[src/rtl/bbff_pkg.sv]
// package for the bitmap first-fit block allocator
// holds map geometry, payload structs, codes and internal bus types
// no dependencies
package bbff_pkg;

    localparam int MAP_BLOCKS = 4096;
    localparam int WORD_BITS  = 64;
    localparam int MAP_WORDS  = MAP_BLOCKS / WORD_BITS;
    localparam int WORD_AW    = $clog2(MAP_WORDS);
    localparam int BIT_AW     = $clog2(WORD_BITS);
    localparam int BLK_W      = 12;
    localparam int CFG_W      = 13;
    localparam int APB_DW     = 32;
    localparam int APB_AW     = 3;

    localparam logic [CFG_W-1:0] SCAN_LIMIT_MAX = CFG_W'(MAP_BLOCKS);

    typedef enum logic {
        REQ_ALLOC = 1'b0,
        REQ_FREE  = 1'b1
    } req_type_t;

    typedef enum logic [1:0] {
        STAT_DONE    = 2'd0,
        STAT_FULL    = 2'd1,
        STAT_IGNORED = 2'd2
    } status_t;

    typedef enum logic {
        REG_DATA_START  = 1'b0,
        REG_BLOCK_COUNT = 1'b1
    } reg_sel_t;

    typedef enum logic [1:0] {
        ST_IDLE,
        ST_SCAN,
        ST_FREE_WR,
        ST_DONE
    } state_t;

    typedef struct packed {
        req_type_t        req_type;
        logic [BLK_W-1:0] block_index;
    } alloc_req_t;

    typedef struct packed {
        logic [BLK_W-1:0] result_block;
        status_t          status;
    } alloc_rsp_t;

    typedef struct packed {
        logic               en;
        logic [WORD_AW-1:0] addr;
    } map_rd_t;

    typedef struct packed {
        logic                 en;
        logic [WORD_AW-1:0]   addr;
        logic [WORD_BITS-1:0] data;
    } map_wr_t;

    typedef struct packed {
        logic              found;
        logic [BIT_AW-1:0] bit_idx;
    } find_res_t;

endpackage

[src/rtl/bbff_map.sv]
// used-map storage: one word of used bits per row, registered read port
// rows carry valid bits cleared by reset, an invalid row reads as all clear
// depends on bbff_pkg
module bbff_map (
    input  logic                          aclk,
    input  logic                          aresetn,
    input  bbff_pkg::map_rd_t             rd,
    output logic [bbff_pkg::WORD_BITS-1:0] rd_data,
    input  bbff_pkg::map_wr_t             wr
);
    import bbff_pkg::*;

    logic [WORD_BITS-1:0] mem [MAP_WORDS];
    logic [WORD_BITS-1:0] rd_q_reg;
    logic [MAP_WORDS-1:0] row_valid_reg;
    logic                 rd_valid_reg;

    always_ff @(posedge aclk) begin
        if (wr.en) begin
            mem[wr.addr] <= wr.data;
        end
        if (rd.en) begin
            rd_q_reg <= mem[rd.addr];
        end
    end

    always_ff @(posedge aclk) begin
        if (!aresetn) begin
            row_valid_reg <= '0;
            rd_valid_reg  <= 1'b0;
        end else begin
            if (wr.en) begin
                row_valid_reg[wr.addr] <= 1'b1;
            end
            if (rd.en) begin
                rd_valid_reg <= row_valid_reg[rd.addr];
            end
        end
    end

    assign rd_data = rd_valid_reg ? rd_q_reg : '0;

endmodule

[config.mk]
export PLATFORM = sky130hd
export DESIGN_NAME = bbff_map
export DESIGN_NICKNAME = d
export VERILOG_FILES = /design/src/rtl/bbff_pkg.sv /design/src/rtl/bbff_map.sv
export SDC_FILE = /design/constraint.sdc
export NUM_CORES = 2
export LEC_CHECK = 0
export BUFFER_PORTS_ARGS = -buffer_cell sky130_fd_sc_hd__clkbuf_2
export CORE_MARGIN = 1
export CORE_UTILIZATION = 60
export DETAILED_ROUTE_END_ITERATION = 8
export GPL_TIMING_DRIVEN = 0
export PLACE_DENSITY = 0.76
export SETUP_SLACK_MARGIN = 0.2
export SLEW_MARGIN = 20
export SYNTH_ARGS = -nofsm -noshare
export SYNTH_HDL_FRONTEND = slang
export SYNTH_SLANG_ARGS = --single-unit
export TNS_END_PERCENT = 100
[constraint.sdc]
create_clock -name aclk -period 17.2 [get_ports aclk]
set_clock_uncertainty 0.05 [all_clocks]
set_input_delay 2.58 -clock aclk [delete_from_list [all_inputs] [get_ports aclk]]
set_output_delay 2.58 -clock aclk [all_outputs]
set_load 0.01 [all_outputs]
==> load_flow_metrics.sql <==
INSERT INTO impl_metrics (metric_group, metric, value, unit) VALUES
('drt', 'top_sig_layer', 'met5', ''),
('critical_path', 'endpoint_kind', 'flip-flop', ''),
('place', 'portbufs', '136', ''),
('synth', 'combinational_family_with_the_most_area_after_synthesis', 'multiplexers', ''),
('synth', 'synthTopCellsByCount', '4160 x edfxtp_1, 1290 x mux4_2, 188 x clkbuf_1', ''),
('grt', 'initial_antenna_violation_count', '51', ''),
('timing', 'timing.final.max_slew_violations', '0', ''),
('clock_network', 'cts.clk_slew.worst_paths', '0.07', 'ns'),
('drt', 'drt_first_pass_iters', '6', ''),
('power', 'clock_power_share', '41.2', '%'),
('die', 'die_width', '517.7', 'µm'),
('worst_hold_path', 'worst_hold_startpoint', 'row_valid_reg[4]$_SDFFE_PN0P_', ''),
('die', 'top_level_ports', '144', ''),
('synth', 'synth.cell_area', '159600', 'µm²'),
('grt', 'global_route_wire_length_before_repair', '638100', 'µm'),
('timing', 'hold_viol_final', '0', ''),
('critical_path', 'startpoint_type', 'input port', ''),
('layout', 'largest_reg_flops', '4096', ''),
('power', 'design_power_total', '0.02133', 'W'),
('power', 'comb_power_share', '5.2', '%'),
('synth', 'synth_simple_gate_area_share', '0.7488', '%'),
('grt', 'track_usage', '34.65', '%'),
('clock_network', 'cts_hold_buffers', '0', ''),
('layout', 'layout-area-overhead-vs-synth', '15.05', '%'),
('timing', 'post-route-min-period', '6.199', 'ns'),
('critical_path', 'critical_path.startpoint', 'rd[2]', ''),
('synth', 'postSynth.topFlopCell', 'edfxtp_1', ''),
('drt', 'drt-met1-wl', '142900', 'µm'),
('drt', 'routed_wire_length_per_instance', '42.11', 'µm'),
('synth', 'syn-mean-instance-area', '25.25', 'µm²'),
('synth', 'asyncSetResetFlopFracSynth', '0', '%'),
('synth', 'postSynthCellCount', '6320', ''),
('synth', 'yosys_warnings', '0', ''),
('place', 'final_weighted_congestion_in_routability_driven_placement', '0.8932', ''),
('timing', 'slew_headroom', '17.79', '%'),
('clock_network', 'cts.sink_count', '4225', ''),
('critical_path', 'critical_path.reg2reg.startpoint', 'mem[37][24]$_DFFE_PP_', ''),
('drt', 'final_antenna_net_count', '0', ''),
('die', 'floorplan.rows', '188', ''),
('place', 'post-place-cells', '10242', ''),
('clock_network', 'htree_levels', '5', ''),
('synth', 'synthMostInstantiatedCell', 'edfxtp_1', ''),
('critical_path', 'critPathArrivalTime', '6.75', 'ns'),
('layout', 'fin_util', '69.68', '%'),
('drt', 'detail_route.drc_violations', '0', ''),
('status', 'run_status', 'completed', ''),
('synth', 'post_synth_mux_area_share', '18.25', '%'),
('synth', 'syn_nets', '6400', ''),
('drt', 'dr_wl_met3', '61070', 'µm'),
('power', 'total_switching_power', '0.004652', 'W'),
('die', 'chipHeight', '517.7', 'µm'),
('clock_network', 'cts_root_buf', 'clkbuf_16', ''),
('timing', 'clock.fmax', '161.3', 'MHz'),
('clock_network', 'cts_inserted_buffers', '401', ''),
('synth', 'synth_top_cell_by_area', 'edfxtp_1', ''),
('layout', 'final_layout_size_suffix_gt1_share', '33.18', '%'),
('die', 'dieArea', '268000', 'µm²'),
('critical_path', 'critPathMaxFanout', '10', ''),
('layout', 'nNetsFinal', '7213', ''),
('die', 'start_util', '60.57', '%'),
('critical_path', 'worst_ep_required_time', '17.75', 'ns'),
('timing', 'layout_worst_path_cycle_share', '36.04', '%'),
('grt', 'first_global_vias', '82177', ''),
('power', 'intPower', '0.01668', 'W'),
('flow_run', 'timing.max_cap.violations', '0', ''),
('layout', 'fillCellCount', '14176', ''),
('place', 'dpl.hpwl', '278400', 'µm'),
('timing', 'worst-slew-pin-transition', '1.233', 'ns'),
('layout', 'post_layout_nonfiller_instances', '11015', ''),
('clock_network', 'worst_skew_pair.late_latency', '0.96', 'ns'),
('synth', 'number_of_synthesized_register_bits', '4225', '');
cells by family (layout without fill, tap and decap cells):
group	Yosys count	after routing
other	0	49
muxes	1296	1296
AOI/OAI and AO/OA	210	210
and+or+nand+nor	248	248
DFF	4225	4225
buffers and inverters	341	1472
final timing paths:
check,endpoint,slack [ns],depth (start not counted)
worst min-delay path,row_valid_reg[4]$_SDFFE_PN0P_,0.41,1
worst max-delay path,rd_q_reg[24]$_DFFE_PP_,11.00,8
worst min register to register,row_valid_reg[4]$_SDFFE_PN0P_,0.41,1
worst max register to register,rd_q_reg[24]$_DFFE_PP_,14.46,4
final cells by class:
class / instances / area (µm²) / share of cell area (%)
antenna: 49 / 122.6 / 0.06679
buffer: 341 / 1519 / 0.8274
clock buffer: 505 / 10580 / 5.764
clock inverter: 216 / 2064 / 1.125
multi-input combinational: 1754 / 32370 / 17.63
sequential: 4225 / 126200 / 68.76
tap: 3515 / 4398 / 2.396
timing repair buffer: 410 / 6300 / 3.432
power by group through the flow:
stage	clock [W]	sequential (W)	combinational [W]
4_1_cts	0.00876	0.0114	0.00109
2_1_floorplan	0	0.0116	0.000551
3_5_place_dp	0	0.0116	0.00104
5_1_grt	0.00912	0.0114	0.00113
3_3_place_gp	0	0.0116	0.000961
6_report	0.00878	0.0114	0.00112
per-layer routing:
metal / GRT usage, % / vias up
li1: - / 29260
met1: 41.66 / 41790
met2: 56.64 / 7420
met3: 10.49 / 1586
met4: 18.77 / 26
met5: 0 / -
metrics by stage:
| stage | cell area [µm²] | hold slack [ns] | setup slack (ns) |
|---|---|---|---|
| after global placement | 164600 | 0.3910 | 3.047 |
| after global routing | 183500 | 0.4340 | 11.15 |
| after CTS | 183300 | 0.4124 | 11.14 |
| final | 183600 | 0.4119 | 11.00 |
| after detailed placement | 170700 | 0.3952 | 10.27 |
| after floorplan | 159600 | 0.3830 | 9.123 |
cells in the final DEF, fill, tap and decap left out, types with 72 or more instances in the layout:
| cell type | netlist | final |
|---|---|---|
| clkbuf_16 | 0 | 406 |
| buf_16 | 0 | 79 |
| clkbuf_1 | 188 | 241 |
| nand2_1 | 72 | 72 |
| buf_12 | 0 | 152 |
| mux4_2 | 1290 | 1290 |
| clkinv_1 | 0 | 90 |
| buf_2 | 109 | 152 |
| clkbuf_2 | 0 | 118 |
| a22oi_1 | 131 | 131 |
| edfxtp_1 | 4160 | 4160 |
critical path: stages:
cell and delay, ns:
buf_2 0.16, buf_4 0.47, buf_2 0.81, clkbuf_1 0.82, mux4_2 0.44, mux4_2 0.48
a22oi_1 0.57, nand2_1 0.36
No activity file was read; power rests on OpenSTA's default activity.
