--- src/rtl/bbff_pkg.sv ---
// package for the bitmap first-fit block allocator
// holds map geometry, payload structs, codes and internal bus types
// no dependencies
package bbff_pkg;

    localparam int MAP_BLOCKS = 4096;
    localparam int WORD_BITS  = 64;
    localparam int MAP_WORDS  = MAP_BLOCKS / WORD_BITS;
    localparam int WORD_AW    = $clog2(MAP_WORDS);
    localparam int BIT_AW     = $clog2(WORD_BITS);
    localparam int BLK_W      = 12;
    localparam int CFG_W      = 13;
    localparam int APB_DW     = 32;
    localparam int APB_AW     = 3;

    localparam logic [CFG_W-1:0] SCAN_LIMIT_MAX = CFG_W'(MAP_BLOCKS);

    typedef enum logic {
        REQ_ALLOC = 1'b0,
        REQ_FREE  = 1'b1
    } req_type_t;

    typedef enum logic [1:0] {
        STAT_DONE    = 2'd0,
        STAT_FULL    = 2'd1,
        STAT_IGNORED = 2'd2
    } status_t;

    typedef enum logic {
        REG_DATA_START  = 1'b0,
        REG_BLOCK_COUNT = 1'b1
    } reg_sel_t;

    typedef enum logic [1:0] {
        ST_IDLE,
        ST_SCAN,
        ST_FREE_WR,
        ST_DONE
    } state_t;

    typedef struct packed {
        req_type_t        req_type;
        logic [BLK_W-1:0] block_index;
    } alloc_req_t;

    typedef struct packed {
        logic [BLK_W-1:0] result_block;
        status_t          status;
    } alloc_rsp_t;

    typedef struct packed {
        logic               en;
        logic [WORD_AW-1:0] addr;
    } map_rd_t;

    typedef struct packed {
        logic                 en;
        logic [WORD_AW-1:0]   addr;
        logic [WORD_BITS-1:0] data;
    } map_wr_t;

    typedef struct packed {
        logic              found;
        logic [BIT_AW-1:0] bit_idx;
    } find_res_t;

endpackage

--- src/rtl/bbff_word_find.sv ---
// word evaluator: masks one map word to the scan range and finds the lowest clear bit
// also forms the word with that bit set
// depends on bbff_pkg
module bbff_word_find (
    input  logic [bbff_pkg::WORD_BITS-1:0] word_data,
    input  logic [bbff_pkg::WORD_AW-1:0]   word_addr,
    input  logic [bbff_pkg::WORD_AW-1:0]   first_word,
    input  logic [bbff_pkg::WORD_AW-1:0]   last_word,
    input  logic [bbff_pkg::BIT_AW-1:0]    lo_bit,
    input  logic [bbff_pkg::BIT_AW-1:0]    hi_bit,
    output bbff_pkg::find_res_t            res,
    output logic [bbff_pkg::WORD_BITS-1:0] set_word
);
    import bbff_pkg::*;

    logic [WORD_BITS-1:0] lo_mask;
    logic [WORD_BITS-1:0] hi_mask;
    logic [WORD_BITS-1:0] clear_bits;
    logic [WORD_BITS-1:0] iso;
    logic [BIT_AW-1:0]    idx;

    always_comb begin
        lo_mask = (word_addr == first_word) ? ({WORD_BITS{1'b1}} << lo_bit)
                                            : {WORD_BITS{1'b1}};
        hi_mask = (word_addr == last_word)
                ? ({WORD_BITS{1'b1}} >> (BIT_AW'(WORD_BITS - 1) - hi_bit))
                : {WORD_BITS{1'b1}};
        clear_bits = ~word_data & lo_mask & hi_mask;
        // isolate lowest set bit
        iso = clear_bits & (~clear_bits + WORD_BITS'(1));
        for (int k = 0; k < BIT_AW; k++) begin
            idx[k] = 1'b0;
            for (int b = 0; b < WORD_BITS; b++) begin
                if (((b >> k) & 1) == 1) begin
                    idx[k] = idx[k] | iso[b];
                end
            end
        end
        res.found   = |clear_bits;
        res.bit_idx = idx;
        set_word    = word_data | iso;
    end

endmodule

--- config.mk ---
export PLATFORM = sky130hd
export DESIGN_NAME = bbff_word_find
export DESIGN_NICKNAME = d
export VERILOG_FILES = /design/src/rtl/bbff_pkg.sv /design/src/rtl/bbff_word_find.sv
export SDC_FILE = /design/constraint.sdc
export NUM_CORES = 1
export LEC_CHECK = 0
export CAP_MARGIN = 20
export CORE_ASPECT_RATIO = 1.25
export CORE_MARGIN = 2
export CORE_UTILIZATION = 45
export DETAILED_ROUTE_END_ITERATION = 8
export DONT_BUFFER_PORTS = 1
export PLACE_DENSITY = 0.7
export SYNTH_ARGS = -nofsm -noshare
export SYNTH_HDL_FRONTEND = slang
export SYNTH_SLANG_ARGS = --single-unit
--- constraint.sdc ---
create_clock -name vclk -period 3.73
set_clock_uncertainty 0.15 [all_clocks]
set_input_delay 0.1865 -clock vclk [all_inputs]
set_output_delay 0.1865 -clock vclk [all_outputs]
set_load 0.03 [all_outputs]
==> impl_metrics.yaml, run 1 <==
run_status:
  status: "complete, no violations"
logic_synthesis:
  yosysMostFrequentCell: "nand2_1"
  ys_warn_count: 0
  postSynthAreaPerCell_um2: 5.97
  syn_inst: 717
  synth_common_cells: "nand2_1 (96), nor2_1 (46), a31oi_1 (41)"
  synthTopCellsByArea: "nand2_1 (8.4%), a31oi_1 (6.0%), nand3_1 (4.7%), o21ai_0 (4.3%), a21o_1 (4.0%)"
  syn_area_um2: 4280
  synth_top_area_frac: 0.0842
  synth_top_cell_by_area: "nand2_1"
  ys_types: 70
  synth_nets: 811
  synth.yosys.seq_area_share: 0
final_layout:
  nNetsFinal: 897
  instances_no_fill: 925
  drive_gt1_frac: 0.253
  syn2layout_area_growth_pct: 32.1
  seqCellArea_um2: 0
  seq_cell_count: 0
  clock_buffers: 0
  finalInstanceArea_um2: 5650
  fill_cells: 896
global_routing:
  antenna_found_initial: 1
  grt_max_degree: 44
  grt_pass1_vias: 6379
  gr-usage-all-layers: 0.460
  gr-total-overflow: 0
  grt_first_pass_wirelength_um: 37200
place:
  dpl.hpwl_um: 20300
  dp.cells: 921
  portBuffers: 0
  pre_cts_ws_ns: -0.0184
  gp_congestion: 1.18
  place_area_um2: 5510
route:
  firstDrtPassIters: 7
  vias: 7080
  wl_um: 25500
  wire_per_inst_um: 27.6
  drc_errors: 0
  vias_per_cell: 7.65
  antenna_left: 0
  drt_iter0_drc: 1002
sta:
  fin_crit_ns: 3.70
  hold_viol: 0
  rsz0062_at_grt: "false"
  setup_violations: 0
  tns_ns: 0
  relSlewSlack: 0.516
  slew_violations: 0
  max_slew.worst_pin.slew_ns: 0.722
  period_share: 0.992
  fin_ws_ns: 0.0292
  fmax_mhz: 270
floorplan:
  placementRows: 39
  die_area_um2: 10300
  ios: 165
  die_h_um: 113
  core_area_um2: 9220
  die_x_um: 91.2
  start_util: 0.464
worst_setup_path:
  required_ns: 3.39
  critPathKind: "in2out"
  critPathArrivalTime_ns: 3.36
  crit_path_end_kind: "output port"
  crit_fanout: 17
  startpoint_type: "primary input"
power_and_ir_drop:
  peakVddDrop_mv: 0.0903
  p_leak_nw: 2.19
  p_per_area_nw_per_um2: 107
job:
  cap_violations: 0
clocking:
  ctsHoldBuffers: 0
min_path:
  hold_class: "in2out"
-- power by group --
group,internal [W],switching [W],total (W)
clock,0.0000000000135,0,0.0000000000135
sequential,0,0,0
combinational,0.000231,0.000374,0.000604
-- cells by family after synthesis --
| logic type | count (synthesis) | synth area share |
|---|---|---|
| XOR/XNOR | 12 | 0.0245 |
| AO/OA/AOI/OAI | 251 | 0.413 |
| AND/OR/NAND/NOR | 394 | 0.499 |
| buffers and inverters | 60 | 0.0634 |
-- metrics by stage --
stage / util / hold slack [ns] / power, W
3_3_place_gp: 0.597 / 0.405 / 0.000563
2_1_floorplan: - / 0.400 / 0.000381
5_1_grt: 0.613 / 0.405 / 0.000630
4_1_cts: 0.598 / 0.403 / 0.000569
3_5_place_dp: 0.597 / 0.403 / 0.000567
6_report: 0.613 / 0.402 / 0.000604
-- cell usage in the layout, fill, tap and decap left out, drive strengths merged, types with 21 or more instances in the layout --
master,synthesis,layout
a31oi,41,41
nor2,47,47
buf,25,131
o21ai,40,40
or2,35,35
nor3,33,33
or3,23,23
nand2,96,96
a21oi,21,21
a21o,23,23
nor4,22,22
nand4,24,24
nand3,41,41
-- critical path: stages --
cell,delay [ns]
or4_1,0.61
o31a_1,0.27
a32oi_1,0.20
o21ai_1,0.16
nand3_1,0.20
nor3_1,0.08
buf_4,0.16
nand4_1,0.08
buf_4,0.27
o21ai_0,0.13
buf_4,0.14
nor4b_1,0.32
buf_4,0.19
nand4_1,0.16
buf_12,0.20
-- what timing repair did --
action                                  in CTS  in global routing
pin swaps                                    0                  1
cloned                                       0                  1
buffers inserted                             0                  2
endpoints found under the setup margin       2                 20
resized for setup                            2                 22
-- final timing paths --
check	startpoint	endpoint	cells after the start
worst min-delay path	word_data[13]	set_word[13]	1
worst max-delay path	lo_bit[2]	res[3]	15
-- area by class of cell --
class / count / area (µm²) / share of cell area
inverter: 12 / 45.0 / 0.00797
antenna: 1 / 2.50 / 0.000443
tap: 123 / 154 / 0.0272
multi-input combinational: 657 / 4110 / 0.727
timing repair buffer: 132 / 1340 / 0.237
-- layer usage --
layer  GRT usage  share of wire
met2       0.736           0.43
met5           0              0
met1       0.579           0.34
met3      0.0925           0.14
met4       0.256          0.085
Note: power is estimated with default switching activity, not from simulation.
==> run 2, diff against run 1 <==
ABC_AREA = 1   (was unset)
==> run 2 against run 1 <==
Maximum frequency is 9.2% higher. Cell count increased by 41%. Flip-flop and latch count did not move. Sequential share of layout area did not move. Largest cell class unchanged. Largest power group unchanged.
==> impl_metrics.yaml, run 2 <==
power_and_ir_drop:
  peakVddDrop_mv: 0.111
  total_power_w: 0.000541
  p_leak_nw: 3.09
  p_per_area_nw_per_um2: 99.8
global_routing:
  grt_pass1_vias: 7256
  grt_max_degree: 62
  antenna_found_initial: 0
  grt_first_pass_wirelength_um: 40300
  gr-usage-all-layers: 0.431
  gr-total-overflow: 0
min_path:
  hold_end: "set_word[63]"
  hold_start: "word_data[63]"
  hold_class: "in2out"
  min_path_cells: 2
sta:
  fin_crit_ns: 3.39
  fmax_mhz: 295
  rsz0062_at_grt: "false"
  fin_ws_ns: 0.342
  tns_ns: 0
  setup_violations: 0
  relSlewSlack: 0.548
  slew_violations: 0
  max_slew.worst_pin.slew_ns: 0.675
  hold_viol: 0
  period_share: 0.908
logic_synthesis:
  ys_types: 28
  postSynthAreaPerCell_um2: 4.36
  synth_common_cells: "nand2_1 (467), nor2_1 (211), inv_1 (166)"
  yosysMostFrequentCell: "nand2_1"
  synth_top_cell_by_area: "nand2_1"
  syn_inst: 1178
  synthTopCellsByArea: "nand2_1 (34%), nor2_1 (15%), inv_1 (12%), nand3_1 (10%), nand4_1 (7.4%)"
  synth_top_area_frac: 0.341
  ys_warn_count: 0
  synth.yosys.seq_area_share: 0
  synth_nets: 1272
  syn_area_um2: 5140
final_layout:
  multiInputGateArea_um2: 4250
  clock_buffers: 0
  diodes: 0
  drive_gt1_frac: 0.0778
  nNetsFinal: 1265
  final_common_cell: "nand2_1"
  seqCellArea_um2: 0
  fill_cells: 1408
  seq_cell_count: 0
  instances_no_fill: 1304
  syn2layout_area_growth_pct: 5.50
  mostFrequentLayoutCells: "nand2_1 (467), nor2_1 (211), inv_1 (166)"
route:
  drt_iter0_drc: 908
  vias_per_cell: 5.99
  firstDrtPassIters: 6
  wire_per_inst_um: 21.1
  drc_errors: 0
  wl_um: 27500
  vias: 7812
  antenna_left: 0
worst_setup_path:
  cpMostUsedCell: "nor2_1"
  slowest_stage: "nor2_1"
  startpoint_type: "primary input"
  worst_path_largest_cell_delay_ns: 0.51
  critPathKind: "in2out"
  crit_chain: "nor2_1, nand3_1, nor2_1, o21ai_2, nand2_1, nor2_1, nand2_2, nor2_4, nand2_1, nor2_1, nand2_1, nand2_1, nor2_1, nand2_1, nor2_1, nand3_1, buf_12"
  required_ns: 3.39
  crit_fanout: 8
  crit_path_end_kind: "output port"
  critPathArrivalTime_ns: 3.05
run_status:
  status: "complete, no violations"
floorplan:
  placementRows: 43
  start_util: 0.462
  core_area_um2: 11100
  die_h_um: 124
  die_x_um: 99.6
  die_area_um2: 12300
  ios: 165
place:
  gp_congestion: 1.12
  pre_cts_ws_ns: 0.447
  dp.cells: 1304
  portBuffers: 0
  dpl.hpwl_um: 23500
clocking:
  ctsHoldBuffers: 0
  cts-resized-gates: 0
  post_cts_buffers: 0
job:
  cap_violations: 0
==> run 2: changes by cell type after synthesis, moves of 24 or more <==
cell,delta
nand3_1,+65
nand4_1,+37
a31oi_1,-39
nand2_1,+371
inv_1,+155
nor2_1,+165
or2_2,-24
==> run 2: final cells by class <==
cell class         count  area share
inverters            179       0.124
repair buffers        29      0.0609
well taps            135      0.0311
multi-input cells    961       0.784
==> run 2: critical path: cells and delay by family <==
kind | cells | cell delay [ns]
compound gates | 1 | 0.14
buf+inv | 1 | 0.16
simple gates | 15 | 2.54
==> run 2: power by group <==
group,total [W],internal (W),switching (W)
Clock,0,0,0
Sequential,0,0,0
Combinational,0.000541,0.000132,0.000410
==> run 2: worst max path at each step <==
stage	start	to	slack, ns	depth (start not counted)
after CTS	lo_bit[2]	res[5]	0.45	17
final	lo_bit[2]	res[5]	0.34	17
after detailed placement	lo_bit[2]	res[5]	0.45	17
after floorplan	lo_bit[4]	set_word[40]	1.08	11
after global placement	lo_bit[2]	res[5]	0.47	17
after global routing	lo_bit[2]	res[3]	0.16	18
==> run 2: per-layer routing <==
metal | vias to the layer above | wire, µm | GRT usage
li1 | 3646 | - | -
met5 | - | 0 | 0
met4 | 0 | 2740 | 0.342
met1 | 3460 | 9860 | 0.484
met3 | 151 | 2470 | 0.0514
met2 | 555 | 12400 | 0.735
==> run 2: cell families (layout without fill, tap and decap cells) <==
| kind of cell | Yosys count | after routing | share of synthesized area |
|---|---|---|---|
| compound gates | 37 | 37 | 0.0372 |
| buf+inv | 217 | 208 | 0.173 |
| simple gates | 924 | 924 | 0.790 |
==> run 2: metrics by stage <==
step            util  hold WS [ns]  cell area, µm²
5_1_grt        0.487         0.450            5420
3_3_place_gp   0.487         0.439            5420
3_5_place_dp   0.487         0.438            5420
4_1_cts        0.487         0.438            5420
2_1_floorplan      -         0.433            5140
6_report       0.487         0.438            5420
